## config.mk

```make
export PLATFORM = sky130hd
export DESIGN_NAME = multirate_tick_flag_scheduler_unit
export DESIGN_NICKNAME = d
export VERILOG_FILES = /design/src/design/mrts_pkg.sv /design/src/design/mrts_cfg.sv /design/src/design/mrts_core.sv /design/src/design/mrts_outbuf.sv /design/src/design/multirate_tick_flag_scheduler_unit.sv
export SDC_FILE = /design/constraint.sdc
export NUM_CORES = 1
export LEC_CHECK = 0
export ABC_AREA = 1
export BUFFER_PORTS_ARGS = -buffer_cell sky130_fd_sc_hd__buf_2
export CAP_MARGIN = 0
export CELL_PAD_IN_SITES_DETAIL_PLACEMENT = 1
export CELL_PAD_IN_SITES_GLOBAL_PLACEMENT = 1
export CORE_ASPECT_RATIO = 0.8
export CORE_UTILIZATION = 49
export DETAILED_ROUTE_END_ITERATION = 12
export PLACE_DENSITY_LB_ADDON = 0.15
export SKIP_CTS_REPAIR_TIMING = 1
export SLEW_MARGIN = 20
export SYNTH_ARGS = -nofsm -noshare
export SYNTH_HDL_FRONTEND = slang
export SYNTH_HIERARCHICAL = 1
export SYNTH_SLANG_ARGS = --single-unit
```

## constraint.sdc

```tcl
create_clock -name clk_i -period 9.8 [get_ports clk_i]
set_input_delay 0.49 -clock clk_i [delete_from_list [all_inputs] [get_ports clk_i]]
set_output_delay 0.49 -clock clk_i [all_outputs]
set_load 0.005 [all_outputs]
```

## src/design/mrts_pkg.sv

```systemverilog
`default_nettype none

package mrts_pkg;

  localparam int MAX_TASKS = 8;
  localparam int NUM_TASKS = 8;
  localparam int IDX_W     = 3;
  localparam int CNT_W     = 8;
  localparam int TICK_W    = 10;
  localparam int ADDR_W    = 3;
  localparam int DATA_W    = 32;

  localparam logic [TICK_W-1:0] TICK_LAST = TICK_W'(999);

  // ticks per task period, task 0 first
  localparam logic [TICK_W-1:0] PERIOD [MAX_TASKS] = '{
    TICK_W'(1000), TICK_W'(500), TICK_W'(200), TICK_W'(100),
    TICK_W'(50),   TICK_W'(20),  TICK_W'(10),  TICK_W'(5)
  };

  typedef enum logic {
    ACT_TICK    = 1'b0,
    ACT_SERVICE = 1'b1
  } action_e;

  // register index taken from paddr[2]
  localparam logic REG_HANDLER_EN = 1'b0;

  typedef struct packed {
    logic [MAX_TASKS-1:0] due_mask;
    logic [MAX_TASKS-1:0] overrun_mask;
    logic [MAX_TASKS-1:0] run_mask;
    logic [MAX_TASKS-1:0] pending_mask;
    logic [CNT_W-1:0]     overrun_count;
    logic [TICK_W-1:0]    tick_position;
  } result_t;

endpackage

`default_nettype wire

```

## src/design/mrts_cfg.sv

```systemverilog
`default_nettype none

module mrts_cfg
  import mrts_pkg::*;
(
  input  wire logic              clk_i,
  input  wire logic              rst_ni,
  input  wire logic              psel,
  input  wire logic              penable,
  input  wire logic              pwrite,
  input  wire logic [ADDR_W-1:0] paddr,
  input  wire logic [DATA_W-1:0] pwdata,
  output logic      [DATA_W-1:0] prdata,
  output logic                   pready,
  output logic [MAX_TASKS-1:0]   handler_enable_o
);

  logic [MAX_TASKS-1:0] enable_q;
  logic [MAX_TASKS-1:0] enable_d;
  logic                 wr_en;
  logic                 hit;

  assign pready = 1'b1;
  assign hit    = (paddr[2] == REG_HANDLER_EN);
  assign wr_en  = psel && penable && pwrite && pready && hit;

  always_comb begin
    enable_d = enable_q;
    if (wr_en) begin
      enable_d = pwdata[MAX_TASKS-1:0];
    end
  end

  always_ff @(posedge clk_i or negedge rst_ni) begin
    if (!rst_ni) begin
      enable_q <= '0;
    end else begin
      enable_q <= enable_d;
    end
  end

  assign prdata = hit ? {{(DATA_W-MAX_TASKS){1'b0}}, enable_q} : '0;

  assign handler_enable_o = enable_q;

endmodule

`default_nettype wire

```

## src/design/mrts_core.sv

```systemverilog
`default_nettype none

module mrts_core
  import mrts_pkg::*;
(
  input  wire logic                 clk_i,
  input  wire logic                 rst_ni,
  input  wire logic                 accept_i,
  input  wire logic                 action_i,
  input  wire logic [IDX_W-1:0]     task_index_i,
  input  wire logic [MAX_TASKS-1:0] handler_enable_i,
  output result_t                   result_o
);

  logic [TICK_W-1:0]    tick_q, tick_d;
  logic [TICK_W-1:0]    phase_q [MAX_TASKS];
  logic [TICK_W-1:0]    phase_d [MAX_TASKS];
  logic [CNT_W-1:0]     cnt_q   [MAX_TASKS];
  logic [CNT_W-1:0]     cnt_d   [MAX_TASKS];
  logic [MAX_TASKS-1:0] pend_q, pend_d;
  logic [MAX_TASKS-1:0] due, over, run;

  always_comb begin
    tick_d  = tick_q;
    pend_d  = pend_q;
    due     = '0;
    over    = '0;
    run     = '0;
    phase_d = phase_q;
    cnt_d   = cnt_q;
    if (action_e'(action_i) == ACT_TICK) begin
      tick_d = (tick_q == TICK_LAST) ? '0 : tick_q + TICK_W'(1);
      // per-task phase counters track count mod period
      for (int i = 0; i < NUM_TASKS; i++) begin
        due[i]  = (phase_q[i] == PERIOD[i] - TICK_W'(1));
        over[i] = due[i] && pend_q[i];
        phase_d[i] = due[i] ? '0 : phase_q[i] + TICK_W'(1);
        cnt_d[i]   = cnt_q[i] + CNT_W'(over[i]);
        pend_d[i]  = pend_q[i] || due[i];
      end
    end else begin
      run    = pend_q & handler_enable_i;
      pend_d = '0;
    end
  end

  always_comb begin
    result_o.due_mask      = due;
    result_o.overrun_mask  = over;
    result_o.run_mask      = run;
    result_o.pending_mask  = pend_d;
    result_o.overrun_count = ({1'b0, task_index_i} < (IDX_W+1)'(NUM_TASKS)) ?
                             cnt_d[task_index_i] : '0;
    result_o.tick_position = tick_d;
  end

  always_ff @(posedge clk_i or negedge rst_ni) begin
    if (!rst_ni) begin
      tick_q <= '0;
      pend_q <= '0;
      for (int i = 0; i < MAX_TASKS; i++) begin
        phase_q[i] <= '0;
        cnt_q[i]   <= '0;
      end
    end else if (accept_i) begin
      tick_q  <= tick_d;
      pend_q  <= pend_d;
      phase_q <= phase_d;
      cnt_q   <= cnt_d;
    end
  end

  // the longest period equals the wrap, so its phase is the count itself
  a_phase_tracks_tick: assert property (@(posedge clk_i) disable iff (!rst_ni)
    phase_q[0] == tick_q)
    else $error("task 0 phase out of step with tick count");

  a_tick_range: assert property (@(posedge clk_i) disable iff (!rst_ni)
    tick_q <= TICK_LAST)
    else $error("tick count beyond wrap");

  a_service_clears: assert property (@(posedge clk_i) disable iff (!rst_ni)
    accept_i && (action_e'(action_i) == ACT_SERVICE) |=> pend_q == '0)
    else $error("pending flags survive service");

  a_overrun_only_due: assert property (@(posedge clk_i) disable iff (!rst_ni)
    (over & ~due) == '0)
    else $error("overrun without due");

endmodule

`default_nettype wire

```

## src/design/mrts_outbuf.sv

```systemverilog
`default_nettype none

module mrts_outbuf
  import mrts_pkg::*;
(
  input  wire logic    clk_i,
  input  wire logic    rst_ni,
  input  wire logic    push_i,
  input  wire result_t result_i,
  output logic         stall_o,
  output logic         out_valid_o,
  input  wire logic    out_stall_i,
  output result_t      result_o
);

  logic    out_valid_q, out_valid_d;
  logic    skid_valid_q, skid_valid_d;
  result_t out_q, out_d;
  result_t skid_q, skid_d;
  logic    out_ready;

  assign out_ready = !out_valid_q || !out_stall_i;
  assign stall_o   = skid_valid_q;

  always_comb begin
    out_valid_d  = out_valid_q;
    skid_valid_d = skid_valid_q;
    out_d        = out_q;
    skid_d       = skid_q;
    if (out_ready) begin
      if (skid_valid_q) begin
        out_d        = skid_q;
        out_valid_d  = 1'b1;
        skid_valid_d = 1'b0;
      end else begin
        out_d       = result_i;
        out_valid_d = push_i;
      end
    end else if (push_i) begin
      skid_d       = result_i;
      skid_valid_d = 1'b1;
    end
  end

  always_ff @(posedge clk_i or negedge rst_ni) begin
    if (!rst_ni) begin
      out_valid_q  <= 1'b0;
      skid_valid_q <= 1'b0;
    end else begin
      out_valid_q  <= out_valid_d;
      skid_valid_q <= skid_valid_d;
    end
  end

  always_ff @(posedge clk_i) begin
    out_q  <= out_d;
    skid_q <= skid_d;
  end

  assign out_valid_o = out_valid_q;
  assign result_o    = out_q;

  a_skid_behind_out: assert property (@(posedge clk_i) disable iff (!rst_ni)
    skid_valid_q |-> out_valid_q)
    else $error("skid holds a result while output is empty");

  a_skid_fill: assert property (@(posedge clk_i) disable iff (!rst_ni)
    push_i && out_valid_q && out_stall_i |=> skid_valid_q)
    else $error("transfer lost while output stalled");

  a_skid_drain: assert property (@(posedge clk_i) disable iff (!rst_ni)
    skid_valid_q && !out_stall_i |=> !skid_valid_q && out_valid_q)
    else $error("skid not drained");

endmodule

`default_nettype wire

```

## src/design/multirate_tick_flag_scheduler_unit.sv

```systemverilog
`default_nettype none

// Multi-rate tick scheduler: each input transfer is a tick (action 0) or a
// service request (action 1) and yields exactly one result transfer. Eight
// tasks with periods of 1000, 500, 200, 100, 50, 20, 10 and 5 ticks are
// tracked by per-task phase counters; a tick sets the pending flag of every
// due task and bumps its 8-bit overrun counter if it was already pending.
// A service request clears all pending flags and returns the pending tasks
// with a handler enabled as run_mask. One item per cycle while in_stall_o
// is low: the whole update is a single registered pass, followed by a
// two-entry output buffer, so in_stall_o rises only after the output has
// been stalled with a result waiting behind it. The handler enable register
// sits at APB byte address 0; the user must write it only while the block
// is idle, and the block itself does not enforce this.
module multirate_tick_flag_scheduler_unit
  import mrts_pkg::*;
(
  input  wire logic                 clk_i,
  input  wire logic                 rst_ni,
  input  wire logic                 psel,
  input  wire logic                 penable,
  input  wire logic                 pwrite,
  input  wire logic [ADDR_W-1:0]    paddr,
  input  wire logic [DATA_W-1:0]    pwdata,
  output logic      [DATA_W-1:0]    prdata,
  output logic                      pready,
  input  wire logic                 in_valid_i,
  output logic                      in_stall_o,
  input  wire logic                 action_i,
  input  wire logic [IDX_W-1:0]     task_index_i,
  output logic                      out_valid_o,
  input  wire logic                 out_stall_i,
  output logic [MAX_TASKS-1:0]      due_mask_o,
  output logic [MAX_TASKS-1:0]      overrun_mask_o,
  output logic [MAX_TASKS-1:0]      run_mask_o,
  output logic [MAX_TASKS-1:0]      pending_mask_o,
  output logic [CNT_W-1:0]          overrun_count_o,
  output logic [TICK_W-1:0]         tick_position_o
);

  logic [MAX_TASKS-1:0] handler_enable;
  logic                 accept;
  logic                 buf_stall;
  result_t              core_result;
  result_t              out_result;

  assign accept     = in_valid_i && !buf_stall;
  assign in_stall_o = buf_stall;

  mrts_cfg u_cfg (
    .clk_i            (clk_i),
    .rst_ni           (rst_ni),
    .psel             (psel),
    .penable          (penable),
    .pwrite           (pwrite),
    .paddr            (paddr),
    .pwdata           (pwdata),
    .prdata           (prdata),
    .pready           (pready),
    .handler_enable_o (handler_enable)
  );

  mrts_core u_core (
    .clk_i            (clk_i),
    .rst_ni           (rst_ni),
    .accept_i         (accept),
    .action_i         (action_i),
    .task_index_i     (task_index_i),
    .handler_enable_i (handler_enable),
    .result_o         (core_result)
  );

  mrts_outbuf u_outbuf (
    .clk_i       (clk_i),
    .rst_ni      (rst_ni),
    .push_i      (accept),
    .result_i    (core_result),
    .stall_o     (buf_stall),
    .out_valid_o (out_valid_o),
    .out_stall_i (out_stall_i),
    .result_o    (out_result)
  );

  assign due_mask_o      = out_result.due_mask;
  assign overrun_mask_o  = out_result.overrun_mask;
  assign run_mask_o      = out_result.run_mask;
  assign pending_mask_o  = out_result.pending_mask;
  assign overrun_count_o = out_result.overrun_count;
  assign tick_position_o = out_result.tick_position;

endmodule

`default_nettype wire
```

==> Word level (Yosys, flattened, before mapping) <==
Index checks and enable logic that the tools add are counted.
{ "totals": {"out_inout_bits": 85, "ff_bits": 272, "wordCells": 115, "input_bits": 46} }
{ "op_classes": {"n_eq_ne": 9, "reduce_logical": 27, "n_addsub": 17, "n_mux": 23, "n_lt_le_gt_ge": 1, "n_bitwise": 5} }
{ "op_table": {"columns": ["op", "count"], "rows": [
  ["10-bit 2-to-1 mux", 10],
  ["10-bit by 1-bit adder with 10-bit output, second input constant", 9],
  ["8-bit by 1-bit adder with 8-bit output", 8],
  ["64-bit 2-to-1 mux", 1],
  ["8-bit 2-to-1 mux", 7],
  ["50-bit 2-to-1 mux", 1],
  ["8-bit binary-select mux with 3-bit select", 1],
  ["10-bit == test, second input constant", 2],
  ["1-bit logical AND", 12],
  ["10-bit by 3-bit == test with 1-bit output, second input constant", 1],
  ["10-bit by 4-bit == test with 1-bit output, second input constant", 1],
  ["10-bit by 5-bit == test with 1-bit output, second input constant", 1],
  ["10-bit by 6-bit == test with 1-bit output, second input constant", 1],
  ["10-bit by 7-bit == test with 1-bit output, second input constant", 1],
  ["10-bit by 8-bit == test with 1-bit output, second input constant", 1],
  ["10-bit by 9-bit == test with 1-bit output, second input constant", 1],
  ["1-bit logical OR", 9],
  ["8-bit bitwise AND", 1],
  ["4-bit >= comparator, second input constant", 1],
  ["3-bit NOT with 4-bit output", 1],
  ["2-bit AND reduction", 2],
  ["1-bit zero test", 3],
  ["1-bit 2-to-1 mux", 3],
  ["1-bit NOT", 3],
  ["2-bit nonzero test", 1]
]} }

==> Depth between registers and ports, before layout <==
Gate-level depths: netlist (run 1).
{ "logic_depth": {"ltp_word": 8, "ltp_mapped": 19, "depth_no_buf": 19} }

==> Hierarchy <==
Netlist (run 1), hierarchy kept.
{ "by_module_without_submodules": {"columns": ["module", "instances", "cells_per_inst", "seq_area_each_um2", "area_each_um2"], "rows": [
  ["mrts_core", 1, 1345, 4053.9, 9785.6],
  ["mrts_outbuf", 1, 270, 3052.9, 3752.3],
  ["mrts_cfg", 1, 81, 200.2, 609.3],
  ["multirate_tick_flag_scheduler_unit", 1, 2, 0.0, 10.0]
]} }

==> Worst setup path before layout (run 1) <==
Ideal clock, no wire load.
{ "synth_path": {"path_kind": "input -> register", "startpoint": "in out_stall_i", "endpoint": "reg u_outbuf/skid_q[0] in the netlist's numbering (enable)", "stages": 2, "path_slack_ns": 5.446, "setup_time_ns": 0.458, "required_ns": 9.342, "path_buffers": 0, "arrival_time_ns": 3.896, "path_cell_list": "nand2_1 -> nor2_1"} }
{ "synth_between": {"elab_chain_len": 4} }
{ "synth_lines": {"columns": ["item", "line_no", "text"], "rows": [
  ["start, declared", "multirate_tick_flag_scheduler_unit.sv:32", "input wire logic out_stall_i,"],
  ["1-bit zero test", "mrts_outbuf.sv:22", "assign out_ready = !out_valid_q || !out_stall_i;"],
  ["1-bit logical OR", "mrts_outbuf.sv:22", null],
  ["1-bit NOT (no line)", null, null],
  ["2-bit AND reduction (no line)", null, null],
  ["end signal, assigned", "mrts_outbuf.sv:57", "skid_q <= skid_d;"],
  ["end, declared", "mrts_outbuf.sv:19", "result_t skid_q, skid_d;"]
]} }
Every way passes these cells.
A chain may end at the register's enable or synchronous reset.

==> results of run 1 <==
registers in the layout, indices dropped and copies added (netlist names):
name,cells
u_outbuf/stall_o,1
u_core/tick_q,10
u_core/cnt_q,64
u_outbuf/skid_q,50
u_outbuf/result_o,50
u_cfg/handler_enable_o,8
u_core/pend_q,8
u_core/phase_q,80
u_outbuf/out_valid_o,1
synth_stat cells (10+ instances only):
cell and n:
nor2_2 10, a21oi_1 24, edfxtp_1 100, clkbuf_1 33, a31oi_1 37, o21ai_0 102
inv_1 184, buf_6 10, dfrtp_1 172, nor2_1 164, nand3_1 135, nand2_1 501
buf_4 33, xor2_1 35, ha_1 28, o211ai_1 12, nor3_1 30, nand4_1 23
critical path: cells and delay by family, from the launching register on:
family	cells	cell delay, ns
AO/OA/AOI/OAI	1	0.30
flip-flops	1	0.42
adder cells (fa/ha/maj)	3	0.58
buffers and inverters	1	0.09
AND/OR/NAND/NOR	12	1.70
cell type report:
cell class / count / area (sq um) / share of cell area [%]
repair buffers: 89 / 479.2 / 3.050
clock buffers: 37 / 765.7 / 4.873
flip-flops and latches: 272 / 7308 / 46.51
inverters: 187 / 711.9 / 4.531
multi-input cells: 1178 / 5717 / 36.38
clock inverters: 17 / 267.8 / 1.704
well taps: 370 / 462.9 / 2.946
power by group:
group	switching [mW]	total (mW)	leakage [nW]	internal, mW
sequential	0.240	1.68	3.06	1.44
clock	0.464	1.20	0.502	0.736
combinational	0.507	0.778	3.91	0.271
path summary, 6_finish.rpt:
path | endpoint | slack [ns] | depth (start not counted)
setup reg to reg | u_outbuf/result_o[16]$_DFFE_PP_ | 6.49 | 17
setup / recovery | u_outbuf/result_o[16]$_DFFE_PP_ | 6.49 | 17
hold reg to reg | u_core/phase_q[49]$_DFFE_PN0P_ | 0.49 | 1
hold / removal | u_cfg/handler_enable_o[2]$_DFFE_PN0P_ | 0.18 | 3
max in group asynchronous | u_core/cnt_q[23]$_DFFE_PN0P_ | 7.18 | 4
min in group asynchronous | u_cfg/handler_enable_o[1]$_DFFE_PN0P_ | 0.44 | 2
cell families (layout without fill, tap and decap cells):
kind of cell	after synthesis	after routing	synth area share, %
AND/OR/NAND/NOR	896	896	27.21
flip-flops	272	272	51.61
buffers and inverters	271	330	8.723
AO/OA/AOI/OAI	185	185	7.203
XOR/XNOR	44	44	2.722
adder cells (fa/ha/maj)	28	28	2.475
other	2	25	0.05305
per-layer routing:
metal,vias up,GRT usage (%),part of all wire [%]
met1,5770,36.54,46
met5,-,0,0
met3,58,3.013,3.8
met2,230,44.78,48
li1,5602,-,-
met4,0,6.449,2.3
through the flow:
stage / cell area, sq um / hold WS (ns) / util (%)
after floorplan: 14240 / 0.1944 / -
after global placement: 14670 / 0.4403 / 51.74
after detailed placement: 14670 / 0.4435 / 51.74
after CTS: 15700 / -0.1453 / 55.38
after global routing: 15710 / 0.1727 / 55.42
final: 15710 / 0.1772 / 55.42
==> impl_metrics.ini, run 1 <==
[sta]
fin_ws_ns = 6.490
grt_setup_unrepaired = false
relSlewSlack_pct = 33.78
final_hold_viol_count = 0
finalClockSkew_ns = 0.01060
tightestPinTransition_ns = 0.9933
max_freq_mhz = 302.1
min_period_over_period_pct = 33.78
drv_slew = 0
finalCriticalPeriod_ns = 3.310
tns_ns = 0
finalSetupViolCount = 0

[logic_synthesis]
ys_async_sr_fraction_pct = 63.24
synth_top_area_cell = dfrtp_1
synthDistinctLibCells = 43
seq_area_frac_synth_pct = 51.61
ys_ff_latch = 272
syn_area_sq_um = 14160
synth_edf_count = 100
synth.area.top_cells = dfrtp_1 30%, edfxtp_1 21%, nand2_1 13%, inv_1 4.9%, nand3_1 4.8%
synth_area_per_cell_sq_um = 8.338
ys_warn_count = 6
netlist.area_leader.share_pct = 30.40
syn_inst = 1698
synth_top_flop_cell = dfrtp_1

[critical_path]
cp-end-kind = flip-flop
path_cells = inv_1 -> ha_1 -> nand2_1 -> nor2_1 -> nand4_1 -> nor2_1 -> ha_1 -> ha_1 -> nand3_1 -> o21ai_0 -> nand3_1 -> nand3_1 -> nand2_1 -> nand2_1 -> nand2_1 -> nand2_1 -> nand2_1
worstSetupPathType = reg -> reg
r2r_start = u_core/phase_q[31]$_DFFE_PN0P_
crit_required_ns = 10.11
critPathMostFrequentCell = nand2_1
worstSetupStartpoint = u_core/phase_q[31]$_DFFE_PN0P_
max_stage_delay_ns = 0.42
critPathArrivalTime_ns = 3.62
worst_path_max_delay_cell = dfrtp_1
crit_path_max_fanout = 5
start_kind = flip-flop

[finish]
final_common_cell = nand2_1
area_growth_pct = 10.99
stdcell_count = 2150
drive_gt1_share_pct = 9.326
nets = 1831
nFillCells = 3394
n_antenna_cell = 0
mostFrequentLayoutCells = 500 x nand2_1, 183 x inv_1, 171 x dfrtp_1

[die]
die_area_sq_um = 29580
start_util_pct = 49.93
core_sq_um = 28350
rows = 55
die_height_um = 154.0
die-width_um = 192.0
io_pins = 131

[detailed_routing]
routed_wl_mm = 37.99
wl_per_cell_um = 17.67
ant_nets = 0
drt_iter0_drc = 640
drc = 0
avgViaCountPerCell = 5.423
drt_pass1_iterations = 5
via_count = 11660

[power]
max-vdd-ir-drop_v = 0.0001690
p_leak_nw = 7.472
p_per_area_nw_per_um2 = 232.8
power_mw = 3.659

[grt]
grt_pass1_vias = 12160
antenna_found_initial = 0
grt.total_usage_pct = 26.56
grt_pass1_wl_mm = 62.80
grt_max_degree = 87
overflow = 0

[clock_tree]
clkLatencyLatePin_ns = 0.56
cts_sinks = 272
cts_buffers = 29
cts_buffer_depth = 3
tritoncts = yes
htreeDepth = 1
cts-root-buf = clkbuf_16
clkTransAtPathRegs_ns = 0.06

[place]
gp_congestion = 0.8011
placedCellCount = 2095
hpwlAfterDp_mm = 25.26
dp_slack_ns = 6.097
portBuffers = 79

[outcome]
outcome = finished clean

[worst_hold_path]
hold_class = in -> reg
min_from = pwdata[2]

[run]
cap_viol_max_count = 0
Note: power is estimated with default switching activity, not from simulation.
==> run 2, diff against run 1 <==
--- a/config.mk
+++ b/config.mk
@@ -11,7 +11,7 @@
 export CELL_PAD_IN_SITES_DETAIL_PLACEMENT = 1
 export CELL_PAD_IN_SITES_GLOBAL_PLACEMENT = 1
 export CORE_ASPECT_RATIO = 0.8
-export CORE_UTILIZATION = 49
+export CORE_UTILIZATION = 45
 export DETAILED_ROUTE_END_ITERATION = 12
 export PLACE_DENSITY_LB_ADDON = 0.15
 export SKIP_CTS_REPAIR_TIMING = 1
==> constraint.sdc (replaced) <==
create_clock -name clk_i -period 3.3 [get_ports clk_i]
set_input_delay 0.165 -clock clk_i [delete_from_list [all_inputs] [get_ports clk_i]]
set_output_delay 0.165 -clock clk_i [all_outputs]
set_load 0.005 [all_outputs]
==> impl_metrics.ini, run 2 (synthesis results as in run 1) <==
[finish]
final_core_utilization_pct = 52.11
stdcell_count = 2215
regMostFlops = u_core/phase_q
fin_area_sq_um = 15980
nets = 1853
final_common_cell = nand2_1
top_regs = u_core/phase_q x80, u_core/cnt_q x64
mostFrequentLayoutCells = 500 x nand2_1, 184 x inv_1, 171 x dfrtp_1
largest_register_ffs = 80
nFillCells = 3698
drive_gt1_share_pct = 9.878
area_growth_pct = 12.88
n_antenna_cell = 0

[critical_path]
path_buf_inv = 1
path_cells = inv_1 -> ha_1 -> nand2_1 -> nor2_1 -> nand4_1 -> nor2_1 -> ha_1 -> nand2_1 -> nor2_1 -> nand2_1 -> nand2_1 -> nand3_1 -> nand3_1 -> nand2_1 -> nand2_1 -> nand2_1 -> nand2_1 -> nand2_1
worst_path_max_delay_cell = dfrtp_1
critPathArrivalTime_ns = 3.27
worstSetupPathType = reg -> reg
start_kind = flip-flop
max_stage_delay_ns = 0.42
r2r_start = u_core/phase_q[31]$_DFFE_PN0P_
reg2reg_to = u_outbuf/result_o[15]$_DFFE_PP_
cp-end-kind = flip-flop
crit_required_ns = 3.62
crit_path_max_fanout = 5
worstSetupStartpoint = u_core/phase_q[31]$_DFFE_PN0P_
critPathMostFrequentCell = nand2_1
crit_family = simple AND/OR/NAND/NOR gates
ff2ff_setup_slack_ns = 0.35
rr_worst_depth = 18

[place]
place_area_sq_um = 14810
dp_slack_ns = 0.3920
portBuffers = 79
placedCellCount = 2150
hpwlAfterDp_mm = 25.44
gp_congestion = 0.8151

[outcome]
outcome = finished clean

[sta]
max_freq_mhz = 339.2
drv_slew = 0
relSlewSlack_pct = 45.18
hold_ws_ns = 0.03551
finalSetupViolCount = 0
tns_ns = 0
finalCriticalPeriod_ns = 2.948
min_period_over_period_pct = 89.34
final_hold_viol_count = 0
grt_setup_unrepaired = false
tightestPinTransition_ns = 0.8222
finalClockSkew_ns = 0.01390
fin_ws_ns = 0.3519

[grt]
grt_max_degree = 79
grt_pass1_wl_mm = 62.23
grt.total_usage_pct = 23.80
grt_pass1_vias = 12140
antenna_found_initial = 0
overflow = 0

[worst_hold_path]
worstHoldPathCells = 5
min_to = u_cfg/handler_enable_o[4]$_DFFE_PN0P_
hold_class = in -> reg
min_from = penable

[power]
p_per_area_nw_per_um2 = 683.9
power_mw = 10.93
p_leak_nw = 7.582
max-vdd-ir-drop_v = 0.0004207

[clock_tree]
tritoncts = yes
htreeDepth = 1
cts-root-buf = clkbuf_16
clkLatencyLatePin_ns = 0.56
clkTransAtPathRegs_ns = 0.06
cts_buffer_depth = 3
cts_buffers = 31
cts_sinks = 272

[die]
die-width_um = 200.3
die_area_sq_um = 32180
die_height_um = 160.6
start_util_pct = 46.16
rows = 57
io_pins = 131
core_sq_um = 30670

[detailed_routing]
drt_iter0_drc = 647
drt_pass1_iterations = 4
via_count = 11570
avgViaCountPerCell = 5.222
drc = 0
routed_wl_mm = 37.69
wl_per_cell_um = 17.02
ant_nets = 0

[run]
cap_viol_max_count = 0
run 2: routing by layer:
layer,up-vias,routed length (um),global-route usage [%]
li1,5638,-,-
met1,5707,18160,33.32
met3,48,1142,3.084
met2,174,17730,39.60
met5,-,0,0
met4,0,664,5.170
run 2: worst max-delay path by stage:
| stage | end | slack, ns | cells past startpoint |
|---|---|---|---|
| after floorplan | u_outbuf/skid_q[0]$_DFFE_PP_ | 0.46 | 2 |
| after global placement | u_outbuf/result_o[14]$_DFFE_PP_ | 0.45 | 15 |
| after detailed placement | u_outbuf/result_o[16]$_DFFE_PP_ | 0.39 | 18 |
| after CTS | u_outbuf/result_o[15]$_DFFE_PP_ | 0.33 | 18 |
| after global routing | u_outbuf/result_o[16]$_DFFE_PP_ | 0.05 | 18 |
| final | u_outbuf/result_o[15]$_DFFE_PP_ | 0.35 | 18 |
run 2: power breakdown:
group          leakage, nW  total, mW  internal, mW  switching, mW
combinational         4.00       2.31         0.818           1.49
sequential            3.06       4.99          4.28          0.710
clock                0.525       3.63          2.23           1.41
run 2: area by class of cell:
type	count	area [sq um]	area share [%]
Sequential cell	272	7308	45.73
Multi-Input combinational cell	1178	5717	35.77
Clock buffer	41	864.6	5.410
Inverter	187	711.9	4.455
Timing Repair Buffer	109	649.4	4.064
Tap cell	413	516.7	3.234
Clock inverter	15	212.7	1.331
run 2: tightest hold or removal path, cell delays in order:
cell and delay (ns):
buf_2 0.09, nand2_1 0.06, inv_2 0.09, nand3_1 0.10, nand2_1 0.05
